==> src/rtl/core/bbs_pkg.sv <==
`timescale 1ns / 1ps
// ----------------------------------------------------------------------------
// Backbone region segmenter package
// Shared widths, codes, item types and the run-closing function.
// ----------------------------------------------------------------------------
package bbs_pkg;

  // Atom index capacity and derived counter widths
  localparam int unsigned MaxAtoms = 65536;
  localparam int unsigned IdxW     = 16;
  localparam int unsigned CntW     = 17;

  // Region queue between classifier and output stage
  localparam int unsigned PushN   = 3;
  localparam int unsigned QDepth  = 8;
  localparam int unsigned QAw     = 3;
  localparam int unsigned QCntW   = 4;

  // Character codes meaning "none" for alt location and insertion code
  localparam logic [7:0] ChNone  = 8'd0;
  localparam logic [7:0] ChSpace = 8'd32;

  // All of N, CA and C seen
  localparam logic [2:0] SeenAll = 3'b111;

  // Saturation limit of the residue count of a run
  localparam logic [1:0] RunSat = 2'd2;

  typedef enum logic [1:0] {
    KIND_OTHER = 2'd0,
    KIND_N     = 2'd1,
    KIND_CA    = 2'd2,
    KIND_C     = 2'd3
  } atom_kind_e;

  typedef enum logic [2:0] {
    RUN_NONE = 3'b001,
    RUN_PART = 3'b010,
    RUN_FULL = 3'b100
  } run_kind_e;

  typedef struct packed {
    logic [15:0]        chain_tag;
    logic [15:0]        model_number;
    logic signed [15:0] residue_number;
    logic [7:0]         ins_code;
    logic [23:0]        residue_name_code;
    logic [1:0]         atom_kind;
    logic [7:0]         alt_location;
    logic               last_atom;
  } atom_t;

  typedef struct packed {
    logic [IdxW-1:0] region_start;
    logic [CntW-1:0] region_end;
    logic            backbone_complete;
    logic            last_region;
    logic            index_overflow;
  } region_t;

  typedef struct packed {
    logic [IdxW-1:0] start;
    run_kind_e       kind;
    logic [1:0]      residues;
  } run_t;

  // Up to three regions produced by one atom, in output order
  typedef struct packed {
    logic [PushN-1:0]          valid;
    region_t [PushN-1:0]       region;
  } push_t;

  typedef struct packed {
    run_t    run;
    logic    emit;
    region_t region;
  } close_t;

  // Close a residue into the open run; emit the run if its kind changes
  function automatic close_t close_residue(run_t run, logic complete,
                                           logic [IdxW-1:0] rs, logic ovf);
    close_t    res;
    run_kind_e kind;
    kind = complete ? RUN_FULL : RUN_PART;
    res.run                      = run;
    res.emit                     = 1'b0;
    res.region.region_start      = run.start;
    res.region.region_end        = {1'b0, rs};
    res.region.backbone_complete = (run.kind == RUN_FULL) && (run.residues >= RunSat);
    res.region.last_region       = 1'b0;
    res.region.index_overflow    = ovf;
    if (run.kind == RUN_NONE) begin
      res.run.kind     = kind;
      res.run.start    = rs;
      res.run.residues = 2'd1;
    end else if (run.kind == kind) begin
      if (run.residues < RunSat) begin
        res.run.residues = run.residues + 2'd1;
      end
    end else begin
      res.emit         = 1'b1;
      res.run.kind     = kind;
      res.run.start    = rs;
      res.run.residues = 2'd1;
    end
    return res;
  endfunction

endpackage

==> src/rtl/core/bbs_atom_if.sv <==
`timescale 1ns / 1ps
// ----------------------------------------------------------------------------
// Atom channel
// Valid/ready channel carrying one atom record per transfer.
// ----------------------------------------------------------------------------
interface bbs_atom_if import bbs_pkg::*; ();
  logic               valid;
  logic               ready;
  logic [15:0]        chain_tag;
  logic [15:0]        model_number;
  logic signed [15:0] residue_number;
  logic [7:0]         ins_code;
  logic [23:0]        residue_name_code;
  logic [1:0]         atom_kind;
  logic [7:0]         alt_location;
  logic               last_atom;

  modport source (
    output valid, chain_tag, model_number, residue_number, ins_code,
           residue_name_code, atom_kind, alt_location, last_atom,
    input  ready
  );

  modport sink (
    input  valid, chain_tag, model_number, residue_number, ins_code,
           residue_name_code, atom_kind, alt_location, last_atom,
    output ready
  );
endinterface

==> src/rtl/core/bbs_region_if.sv <==
`timescale 1ns / 1ps
// ----------------------------------------------------------------------------
// Region channel
// Valid/ready channel carrying one atom index region per transfer.
// ----------------------------------------------------------------------------
interface bbs_region_if import bbs_pkg::*; ();
  logic            valid;
  logic            ready;
  logic [IdxW-1:0] region_start;
  logic [CntW-1:0] region_end;
  logic            backbone_complete;
  logic            last_region;
  logic            index_overflow;

  modport source (
    output valid, region_start, region_end, backbone_complete, last_region,
           index_overflow,
    input  ready
  );

  modport sink (
    input  valid, region_start, region_end, backbone_complete, last_region,
           index_overflow,
    output ready
  );
endinterface

==> src/rtl/core/bbs_front.sv <==
`timescale 1ns / 1ps
// ----------------------------------------------------------------------------
// Segmenter front end
// Classifies each atom against the previous one, tracks residue and run
// state, and hands up to three closed regions per atom to the queue.
// ----------------------------------------------------------------------------
module bbs_front import bbs_pkg::*; (
  input  logic  clk_i,
  input  logic  rst_ni,
  input  logic  in_valid_i,
  input  atom_t in_item_i,
  output logic  in_ready_o,
  input  logic  space_i,
  output push_t push_o
);

  logic [CntW-1:0] cnt_q, cnt_d;
  logic            ovf_q, ovf_d;
  logic            prev_n_q, prev_n_d;
  logic [IdxW-1:0] res_start_q, res_start_d;
  logic [2:0]      seen_q, seen_d;
  logic            raw_q, raw_d;
  run_t            run_q, run_d;
  atom_t           prev_q;

  logic            acc;
  logic            cnt_full;
  logic [IdxW-1:0] idx;
  logic            ovf_new;
  logic            first;
  logic            is_n;
  logic            fresh;
  logic            new_res;
  logic            bad_char;
  logic [2:0]      seen_bit;
  logic [IdxW-1:0] rs1;
  logic [2:0]      seen1, seen2;
  logic            raw1, raw2;
  run_t            run1;
  close_t          c1, c2;
  run_t            run_rst;

  assign in_ready_o = space_i;
  assign acc        = in_valid_i & in_ready_o;

  // Index assignment with saturation at capacity
  assign cnt_full = (cnt_q == CntW'(MaxAtoms));
  assign idx      = cnt_full ? IdxW'(MaxAtoms - 1) : cnt_q[IdxW-1:0];
  assign ovf_new  = ovf_q | cnt_full;
  assign first    = (cnt_q == '0);
  assign is_n     = (in_item_i.atom_kind == KIND_N);

  // Residue boundary detection
  assign fresh = !first &&
                 ((in_item_i.chain_tag         != prev_q.chain_tag)         ||
                  (in_item_i.model_number      != prev_q.model_number)      ||
                  (in_item_i.residue_number    != prev_q.residue_number)    ||
                  (in_item_i.ins_code          != prev_q.ins_code)          ||
                  (in_item_i.residue_name_code != prev_q.residue_name_code) ||
                  (is_n && !prev_n_q));
  assign new_res = first | fresh;

  assign bad_char = ((in_item_i.alt_location != ChNone) &&
                     (in_item_i.alt_location != ChSpace)) ||
                    ((in_item_i.ins_code != ChNone) &&
                     (in_item_i.ins_code != ChSpace));

  assign seen_bit = {in_item_i.atom_kind == KIND_C,
                     in_item_i.atom_kind == KIND_CA,
                     in_item_i.atom_kind == KIND_N};

  // Close the previous residue, then fold in this atom
  always_comb begin
    c1    = close_residue(run_q, (seen_q == SeenAll) && !raw_q, res_start_q, ovf_new);
    run1  = fresh ? c1.run : run_q;
    rs1   = new_res ? idx : res_start_q;
    seen1 = new_res ? 3'b000 : seen_q;
    raw1  = new_res ? 1'b0 : raw_q;
    seen2 = seen1 | seen_bit;
    raw2  = raw1 | bad_char;
    c2    = close_residue(run1, (seen2 == SeenAll) && !raw2, rs1, ovf_new);
  end

  // Regions handed to the queue, in stream order
  always_comb begin
    push_o.valid[0]  = acc & fresh & c1.emit;
    push_o.valid[1]  = acc & in_item_i.last_atom & c2.emit;
    push_o.valid[2]  = acc & in_item_i.last_atom;
    push_o.region[0] = c1.region;
    push_o.region[1] = c2.region;
    push_o.region[2].region_start      = c2.run.start;
    push_o.region[2].region_end        = {1'b0, idx} + CntW'(1);
    push_o.region[2].backbone_complete = (c2.run.kind == RUN_FULL) &&
                                         (c2.run.residues >= RunSat);
    push_o.region[2].last_region       = 1'b1;
    push_o.region[2].index_overflow    = ovf_new;
  end

  // Next state; the final atom returns everything to reset
  always_comb begin
    run_rst     = '{start: '0, kind: RUN_NONE, residues: 2'd0};
    cnt_d       = cnt_q;
    ovf_d       = ovf_q;
    prev_n_d    = prev_n_q;
    res_start_d = res_start_q;
    seen_d      = seen_q;
    raw_d       = raw_q;
    run_d       = run_q;
    if (acc) begin
      if (in_item_i.last_atom) begin
        cnt_d       = '0;
        ovf_d       = 1'b0;
        prev_n_d    = 1'b0;
        res_start_d = '0;
        seen_d      = 3'b000;
        raw_d       = 1'b0;
        run_d       = run_rst;
      end else begin
        cnt_d       = cnt_full ? cnt_q : cnt_q + CntW'(1);
        ovf_d       = ovf_new;
        prev_n_d    = is_n;
        res_start_d = rs1;
        seen_d      = seen2;
        raw_d       = raw2;
        run_d       = run1;
      end
    end
  end

  always_ff @(posedge clk_i or negedge rst_ni) begin
    if (!rst_ni) begin
      cnt_q       <= '0;
      ovf_q       <= 1'b0;
      prev_n_q    <= 1'b0;
      res_start_q <= '0;
      seen_q      <= 3'b000;
      raw_q       <= 1'b0;
      run_q       <= '{start: '0, kind: RUN_NONE, residues: 2'd0};
    end else begin
      cnt_q       <= cnt_d;
      ovf_q       <= ovf_d;
      prev_n_q    <= prev_n_d;
      res_start_q <= res_start_d;
      seen_q      <= seen_d;
      raw_q       <= raw_d;
      run_q       <= run_d;
    end
  end

  // Previous atom identity; ignored while the count is zero
  always_ff @(posedge clk_i) begin
    if (acc) begin
      prev_q <= in_item_i;
    end
  end

  // Checks
  a_run_sat : assert property (@(posedge clk_i) disable iff (!rst_ni)
    run_q.residues != 2'd3)
    else $error("run residue count past saturation");

  a_last_clears : assert property (@(posedge clk_i) disable iff (!rst_ni)
    acc && in_item_i.last_atom |=> (cnt_q == '0) && (run_q.kind == RUN_NONE))
    else $error("state not cleared after final atom");

  a_final_order : assert property (@(posedge clk_i) disable iff (!rst_ni)
    push_o.valid[1] |-> push_o.valid[2])
    else $error("run flush without final region");

endmodule

==> src/rtl/core/bbs_queue.sv <==
`timescale 1ns / 1ps
// ----------------------------------------------------------------------------
// Region queue
// Eight-entry queue taking up to three regions per cycle and releasing one.
// ----------------------------------------------------------------------------
module bbs_queue import bbs_pkg::*; (
  input  logic    clk_i,
  input  logic    rst_ni,
  input  push_t   push_i,
  input  logic    pop_i,
  output logic    head_valid_o,
  output region_t head_o,
  output logic    space_o
);

  region_t          mem_q [QDepth];
  logic [QAw-1:0]   wr_q, wr_d;
  logic [QAw-1:0]   rd_q, rd_d;
  logic [QCntW-1:0] count_q, count_d;
  logic [1:0]       nwr;
  logic [1:0]       off [PushN];

  // Compact the valid regions onto consecutive slots
  always_comb begin
    nwr = 2'd0;
    for (int i = 0; i < PushN; i++) begin
      off[i] = nwr;
      nwr    = nwr + 2'(push_i.valid[i]);
    end
  end

  assign wr_d    = wr_q + QAw'(nwr);
  assign rd_d    = rd_q + QAw'(pop_i);
  assign count_d = count_q + QCntW'(nwr) - QCntW'(pop_i);

  assign head_valid_o = (count_q != '0);
  assign head_o       = mem_q[rd_q];
  assign space_o      = (count_q <= QCntW'(QDepth - PushN));

  always_ff @(posedge clk_i) begin
    for (int i = 0; i < PushN; i++) begin
      if (push_i.valid[i]) begin
        mem_q[wr_q + QAw'(off[i])] <= push_i.region[i];
      end
    end
  end

  always_ff @(posedge clk_i or negedge rst_ni) begin
    if (!rst_ni) begin
      wr_q    <= '0;
      rd_q    <= '0;
      count_q <= '0;
    end else begin
      wr_q    <= wr_d;
      rd_q    <= rd_d;
      count_q <= count_d;
    end
  end

  // Checks
  a_no_overfill : assert property (@(posedge clk_i) disable iff (!rst_ni)
    count_q <= QCntW'(QDepth))
    else $error("region queue overfilled");

  a_push_room : assert property (@(posedge clk_i) disable iff (!rst_ni)
    (push_i.valid != '0) |-> (count_q <= QCntW'(QDepth - PushN)))
    else $error("regions pushed without room");

endmodule

==> src/rtl/core/bbs_back.sv <==
`timescale 1ns / 1ps
// ----------------------------------------------------------------------------
// Region output stage
// Output register fed from the queue head; refills on the cycle it is taken.
// ----------------------------------------------------------------------------
module bbs_back import bbs_pkg::*; (
  input  logic    clk_i,
  input  logic    rst_ni,
  input  logic    head_valid_i,
  input  region_t head_i,
  output logic    pop_o,
  output logic    out_valid_o,
  output region_t out_o,
  input  logic    out_ready_i
);

  logic    valid_q, valid_d;
  region_t data_q;

  // Load whenever the register is empty or its content leaves this cycle
  assign pop_o   = head_valid_i & (!valid_q | out_ready_i);
  assign valid_d = pop_o | (valid_q & !out_ready_i);

  always_ff @(posedge clk_i or negedge rst_ni) begin
    if (!rst_ni) begin
      valid_q <= 1'b0;
    end else begin
      valid_q <= valid_d;
    end
  end

  always_ff @(posedge clk_i) begin
    if (pop_o) begin
      data_q <= head_i;
    end
  end

  assign out_valid_o = valid_q;
  assign out_o       = data_q;

endmodule

==> src/rtl/core/backbone_region_segmenter.sv <==
`timescale 1ns / 1ps
// ----------------------------------------------------------------------------
// Backbone region segmenter
// Groups a stream of atom records into residues and emits runs of residues
// as atom index regions flagged complete or incomplete.
//
//   Channel   Dir  Transfer   Payload
//   atom_i    in   1 atom     chain, model, residue number/name, insertion,
//                             atom kind, alt location, last atom
//   region_o  out  1 region   start, end, backbone complete, last region,
//                             index overflow
//
// One atom is taken per cycle while the queue has room; its regions (none to
// three) are classified in that cycle and queued; the output register drains
// the queue one region per cycle while region_o is ready.
// Reset is asynchronous and leaves the block ready at once; no clearing pass.
// atom_i stalls only when the queue has fewer than three free entries.
// ----------------------------------------------------------------------------
module backbone_region_segmenter import bbs_pkg::*; (
  input  logic          clk_i,
  input  logic          rst_ni,
  bbs_atom_if.sink      atom_i,
  bbs_region_if.source  region_o
);

  atom_t   item;
  push_t   push;
  logic    space;
  logic    pop;
  logic    head_valid;
  region_t head;
  logic    out_valid;
  region_t out;

  assign item.chain_tag         = atom_i.chain_tag;
  assign item.model_number      = atom_i.model_number;
  assign item.residue_number    = atom_i.residue_number;
  assign item.ins_code          = atom_i.ins_code;
  assign item.residue_name_code = atom_i.residue_name_code;
  assign item.atom_kind         = atom_i.atom_kind;
  assign item.alt_location      = atom_i.alt_location;
  assign item.last_atom         = atom_i.last_atom;

  bbs_front u_front (
    .clk_i      (clk_i),
    .rst_ni     (rst_ni),
    .in_valid_i (atom_i.valid),
    .in_item_i  (item),
    .in_ready_o (atom_i.ready),
    .space_i    (space),
    .push_o     (push)
  );

  bbs_queue u_queue (
    .clk_i        (clk_i),
    .rst_ni       (rst_ni),
    .push_i       (push),
    .pop_i        (pop),
    .head_valid_o (head_valid),
    .head_o       (head),
    .space_o      (space)
  );

  bbs_back u_back (
    .clk_i        (clk_i),
    .rst_ni       (rst_ni),
    .head_valid_i (head_valid),
    .head_i       (head),
    .pop_o        (pop),
    .out_valid_o  (out_valid),
    .out_o        (out),
    .out_ready_i  (region_o.ready)
  );

  assign region_o.valid             = out_valid;
  assign region_o.region_start      = out.region_start;
  assign region_o.region_end        = out.region_end;
  assign region_o.backbone_complete = out.backbone_complete;
  assign region_o.last_region       = out.last_region;
  assign region_o.index_overflow    = out.index_overflow;

endmodule

==> src/flat_wrapper.sv <==
// flat-port wrapper written by rule: the top's interface ports become plain ports
module backbone_region_segmenter_flat import bbs_pkg::*;
  (clk_i, rst_ni, atom_i_valid, atom_i_chain_tag, atom_i_model_number, atom_i_residue_number, atom_i_ins_code, atom_i_residue_name_code, atom_i_atom_kind, atom_i_alt_location, atom_i_last_atom, atom_i_ready, region_o_valid, region_o_region_start, region_o_region_end, region_o_backbone_complete, region_o_last_region, region_o_index_overflow, region_o_ready);
  bbs_atom_if atom_i_i ();
  bbs_region_if region_o_i ();
  input  logic clk_i;
  input  logic rst_ni;
  input wire logic [$bits(atom_i_i.valid)-1:0] atom_i_valid;
  input wire logic [$bits(atom_i_i.chain_tag)-1:0] atom_i_chain_tag;
  input wire logic [$bits(atom_i_i.model_number)-1:0] atom_i_model_number;
  input wire logic [$bits(atom_i_i.residue_number)-1:0] atom_i_residue_number;
  input wire logic [$bits(atom_i_i.ins_code)-1:0] atom_i_ins_code;
  input wire logic [$bits(atom_i_i.residue_name_code)-1:0] atom_i_residue_name_code;
  input wire logic [$bits(atom_i_i.atom_kind)-1:0] atom_i_atom_kind;
  input wire logic [$bits(atom_i_i.alt_location)-1:0] atom_i_alt_location;
  input wire logic [$bits(atom_i_i.last_atom)-1:0] atom_i_last_atom;
  output wire logic [$bits(atom_i_i.ready)-1:0] atom_i_ready;
  output wire logic [$bits(region_o_i.valid)-1:0] region_o_valid;
  output wire logic [$bits(region_o_i.region_start)-1:0] region_o_region_start;
  output wire logic [$bits(region_o_i.region_end)-1:0] region_o_region_end;
  output wire logic [$bits(region_o_i.backbone_complete)-1:0] region_o_backbone_complete;
  output wire logic [$bits(region_o_i.last_region)-1:0] region_o_last_region;
  output wire logic [$bits(region_o_i.index_overflow)-1:0] region_o_index_overflow;
  input wire logic [$bits(region_o_i.ready)-1:0] region_o_ready;
  assign atom_i_i.valid = atom_i_valid;
  assign atom_i_i.chain_tag = atom_i_chain_tag;
  assign atom_i_i.model_number = atom_i_model_number;
  assign atom_i_i.residue_number = atom_i_residue_number;
  assign atom_i_i.ins_code = atom_i_ins_code;
  assign atom_i_i.residue_name_code = atom_i_residue_name_code;
  assign atom_i_i.atom_kind = atom_i_atom_kind;
  assign atom_i_i.alt_location = atom_i_alt_location;
  assign atom_i_i.last_atom = atom_i_last_atom;
  assign atom_i_ready = atom_i_i.ready;
  assign region_o_valid = region_o_i.valid;
  assign region_o_region_start = region_o_i.region_start;
  assign region_o_region_end = region_o_i.region_end;
  assign region_o_backbone_complete = region_o_i.backbone_complete;
  assign region_o_last_region = region_o_i.last_region;
  assign region_o_index_overflow = region_o_i.index_overflow;
  assign region_o_i.ready = region_o_ready;
  backbone_region_segmenter u_core (.clk_i(clk_i), .rst_ni(rst_ni), .atom_i(atom_i_i), .region_o(region_o_i));
endmodule
==> config.mk <==
export PLATFORM = sky130hd
export DESIGN_NAME = backbone_region_segmenter_flat
export DESIGN_NICKNAME = d
export VERILOG_FILES = /design/src/rtl/core/bbs_pkg.sv /design/src/rtl/core/bbs_atom_if.sv /design/src/rtl/core/bbs_region_if.sv /design/src/rtl/core/bbs_front.sv /design/src/rtl/core/bbs_queue.sv /design/src/rtl/core/bbs_back.sv /design/src/rtl/core/backbone_region_segmenter.sv /design/src/flat_wrapper.sv
export SDC_FILE = /design/constraint.sdc
export NUM_CORES = 1
export LEC_CHECK = 0
export ABC_AREA = 1
export BUFFER_PORTS_ARGS = -buffer_cell sky130_fd_sc_hd__buf_2
export CAP_MARGIN = 20
export CORE_ASPECT_RATIO = 1.1
export CORE_MARGIN = 5
export CORE_UTILIZATION = 30
export DETAILED_ROUTE_END_ITERATION = 12
export PLACE_DENSITY = 0.42
export SLEW_MARGIN = 0
export SYNTH_ARGS = -nofsm -noshare
export SYNTH_HDL_FRONTEND = slang
export SYNTH_SLANG_ARGS = --single-unit
==> constraint.sdc <==
create_clock -name clk_i -period 6.4 [get_ports clk_i]
set_input_delay 0.96 -clock clk_i [delete_from_list [all_inputs] [get_ports clk_i]]
set_output_delay 0.96 -clock clk_i [all_outputs]
set_load 0.02 [all_outputs]
==> results.yml <==
grt:
  grt_pass1_vias: 24700
  antenna_found_initial: 7
  grt_usage: 0.230
  grt_start_max_net_pins: 198
  grt_pass1_wl_mm: 170
  overflow: 0
layout:
  design_area_um2: 31700
  finalNetCount: 3588
  fin_cells: 4769
  area_growth_pct: 13.8
  postLayoutCoreUtil: 0.343
  drive_above_1_share: 0.108
die:
  core_um2: 92400
  design.die.area_um2: 99000
  rows: 117
  die_h_um: 330
  die_w_um: 301
  start_util: 0.302
  io_pins: 133
setup_path:
  rr_startpoint: "u_core.u_front.prev_q[88]"
  path_class: "in2reg"
  max_stage_delay_ns: 0.40
  path_common_cell: "nand2_1"
  crit_slowest_cell: "fa_1"
  end_kind: "flop"
  cp-startpoint: "atom_i_chain_tag[13]"
  crit_fanout: 16
  startpoint_type: "input pin"
  critPathArrivalTime_ns: 5.19
  worstPathRequired_ns: 6.69
synth:
  ys_top_cells_by_area: "edfxtp_1, nand2_1, nand3_1"
  synth_top_area_frac: 0.427
  yosysTopAreaCell: "edfxtp_1"
  synth_area_per_cell_um2: 8.12
  synth_flop_cell: "edfxtp_1"
  ys_async_sr_fraction: 0.149
  ys_types: 46
  ys_ff_latch: 475
  synth_fp_nets: 3547
  yosysWarnings: 0
  synth-edff-count: 396
  synth_most_common_cell: "nand2_1"
  syn_inst: 3429
  synth_commonest_cells: "nand2_1, nand3_1, edfxtp_1"
  ys_seq_area_frac: 0.497
  synth_area_um2: 27900
drt:
  antenna_left: 0
  wl_per_cell_um: 24.5
  viasPerCell: 5.36
  drt_iter0_markers: 2267
  drcViolationCount: 0
  finalWirelength_mm: 117
  vias: 25600
  dr.pass1.iters: 6
timing:
  period_share: 0.764
  relSlewSlack: 0.0188
  hold_violations: 0
  setup_tns_ns: 0
  clock_skew_ns: 0.0211
  max_freq_mhz: 204
  slew_viol_final: 0
  setup_viol: 0
  setup_ws_ns: 1.51
  rsz0062_at_grt: "no"
  final.min_clock_period_ns: 4.89
  tightest_slew_ns: 1.47
clock_network:
  htreeDepth: 2
  cts_setup_buffers: 0
  root_buffer: "clkbuf_16"
  cts.sinks: 475
  tritoncts: "done"
  clkSlewWorstSetupHoldPaths_ns: 0.06
  cts_buffers: 57
  postCtsHoldBufs: 0
  clock_path_buffers: 3
  post_cts_resized: 0
  insertion_delay_ns: 0.65
power_and_ir_drop:
  p_leak_nw: 14.2
  peakVddDrop_uv: 505
  power_density_nw_per_um2: 456
run:
  cap_viol_max_count: 0
hold_path:
  hp-class: "in2async"
place:
  dp_hpwl_mm: 66.0
  dp_cells: 4660
  place_area_um2: 29900
  gp_congestion: 0.833
  place_ws_ns: 0.697
  io_buffers: 131
run_status:
  status: "finished clean"
==> metal layers <==
| layer | vias up | track usage | wire length, um |
|---|---|---|---|
| li1 | 12000 | - | - |
| met1 | 12300 | 0.302 | 49200 |
| met2 | 1083 | 0.381 | 54000 |
| met3 | 269 | 0.0416 | 8850 |
| met4 | 8 | 0.0821 | 4620 |
| met5 | - | 0 | 46 |
==> cells by family after synthesis <==
group	share of synthesized area
buffers and inverters	0.0724
AO/OA/AOI/OAI	0.0637
adder cells (fa/ha/maj)	0.0114
flip-flops	0.497
AND/OR/NAND/NOR	0.336
XOR/XNOR	0.0204
==> critical path, delay by kind of cell <==
kind | cells | cell delay (ns)
XOR/XNOR | 1 | 0.17
AND/OR/NAND/NOR | 18 | 2.16
buffers and inverters | 7 | 1.05
adder cells (fa/ha/maj) | 3 | 0.81
==> final timing paths <==
kind,end,slack (ns),cells past startpoint
setup / recovery,u_core.u_queue.mem_q[7][14],1.51,29
hold / removal,u_core.u_queue.rd_q[0],0.27,1
setup reg to reg,u_core.u_queue.mem_q[7][14],1.53,27
hold reg to reg,u_core.u_queue.mem_q[6][1],0.47,2
max in group asynchronous,u_core.u_queue.count_q[0],4.97,2
min in group clk_i,u_core.u_queue.mem_q[6][1],0.47,2
==> metrics by stage <==
stage / power, mW / hold WS [ns]
CTS: 14.5 / 0.244
finish: 14.4 / 0.271
detailed placement: 11.2 / 0.460
floorplan: 8.87 / 0.440
global route: 15.2 / 0.254
global placement: 11.2 / 0.454
==> layout make-up <==
class	count	area [um2]
Inverter	233	880
Timing Repair Buffer	216	1380
Antenna cell	1	2.50
Tap cell	1249	1560
Clock buffer	73	1580
Clock inverter	35	255
Sequential cell	475	13800
Fill cell	9705	60700
Multi-Input combinational cell	2487	12200
==> state kept, by name (all words and copies together), names as in the netlist <==
register	flops
u_core.u_back.out_o	36
u_core.u_back.out_valid_o	1
u_core.u_front.cnt_q	17
u_core.u_front.ovf_q	1
u_core.u_front.prev_n_q	1
u_core.u_front.prev_q	80
u_core.u_front.push_o	16
u_core.u_front.raw_q	1
u_core.u_front.res_start_q	16
u_core.u_front.run_q	5
u_core.u_front.seen_q	3
u_core.u_queue.count_q	4
u_core.u_queue.mem_q	288
u_core.u_queue.rd_q	3
u_core.u_queue.wr_q	3
==> placed cells by master, fill, tap and decap left out, drive strengths merged, types with 12 or more instances in the layout <==
master and count:
buf 216, clkbuf 73, o21ai 199, ha 19, clkinv 84, nand3 458
dfrtp 70, nand2 932, xor2 40, inv 176, o22ai 73, nor2 380
edfxtp 396, a31oi 37, nor3 12, xnor2 24, nand4 283
==> report_power, final <==
| part | switching (mW) | leakage (nW) | total [mW] | internal [mW] |
|---|---|---|---|---|
| combinational | 5.32 | 8.56 | 6.74 | 1.42 |
| clock | 1.40 | 0.895 | 3.25 | 1.85 |
| sequential | 0.215 | 4.72 | 4.45 | 4.24 |
Note: power is estimated with default switching activity, not from simulation.
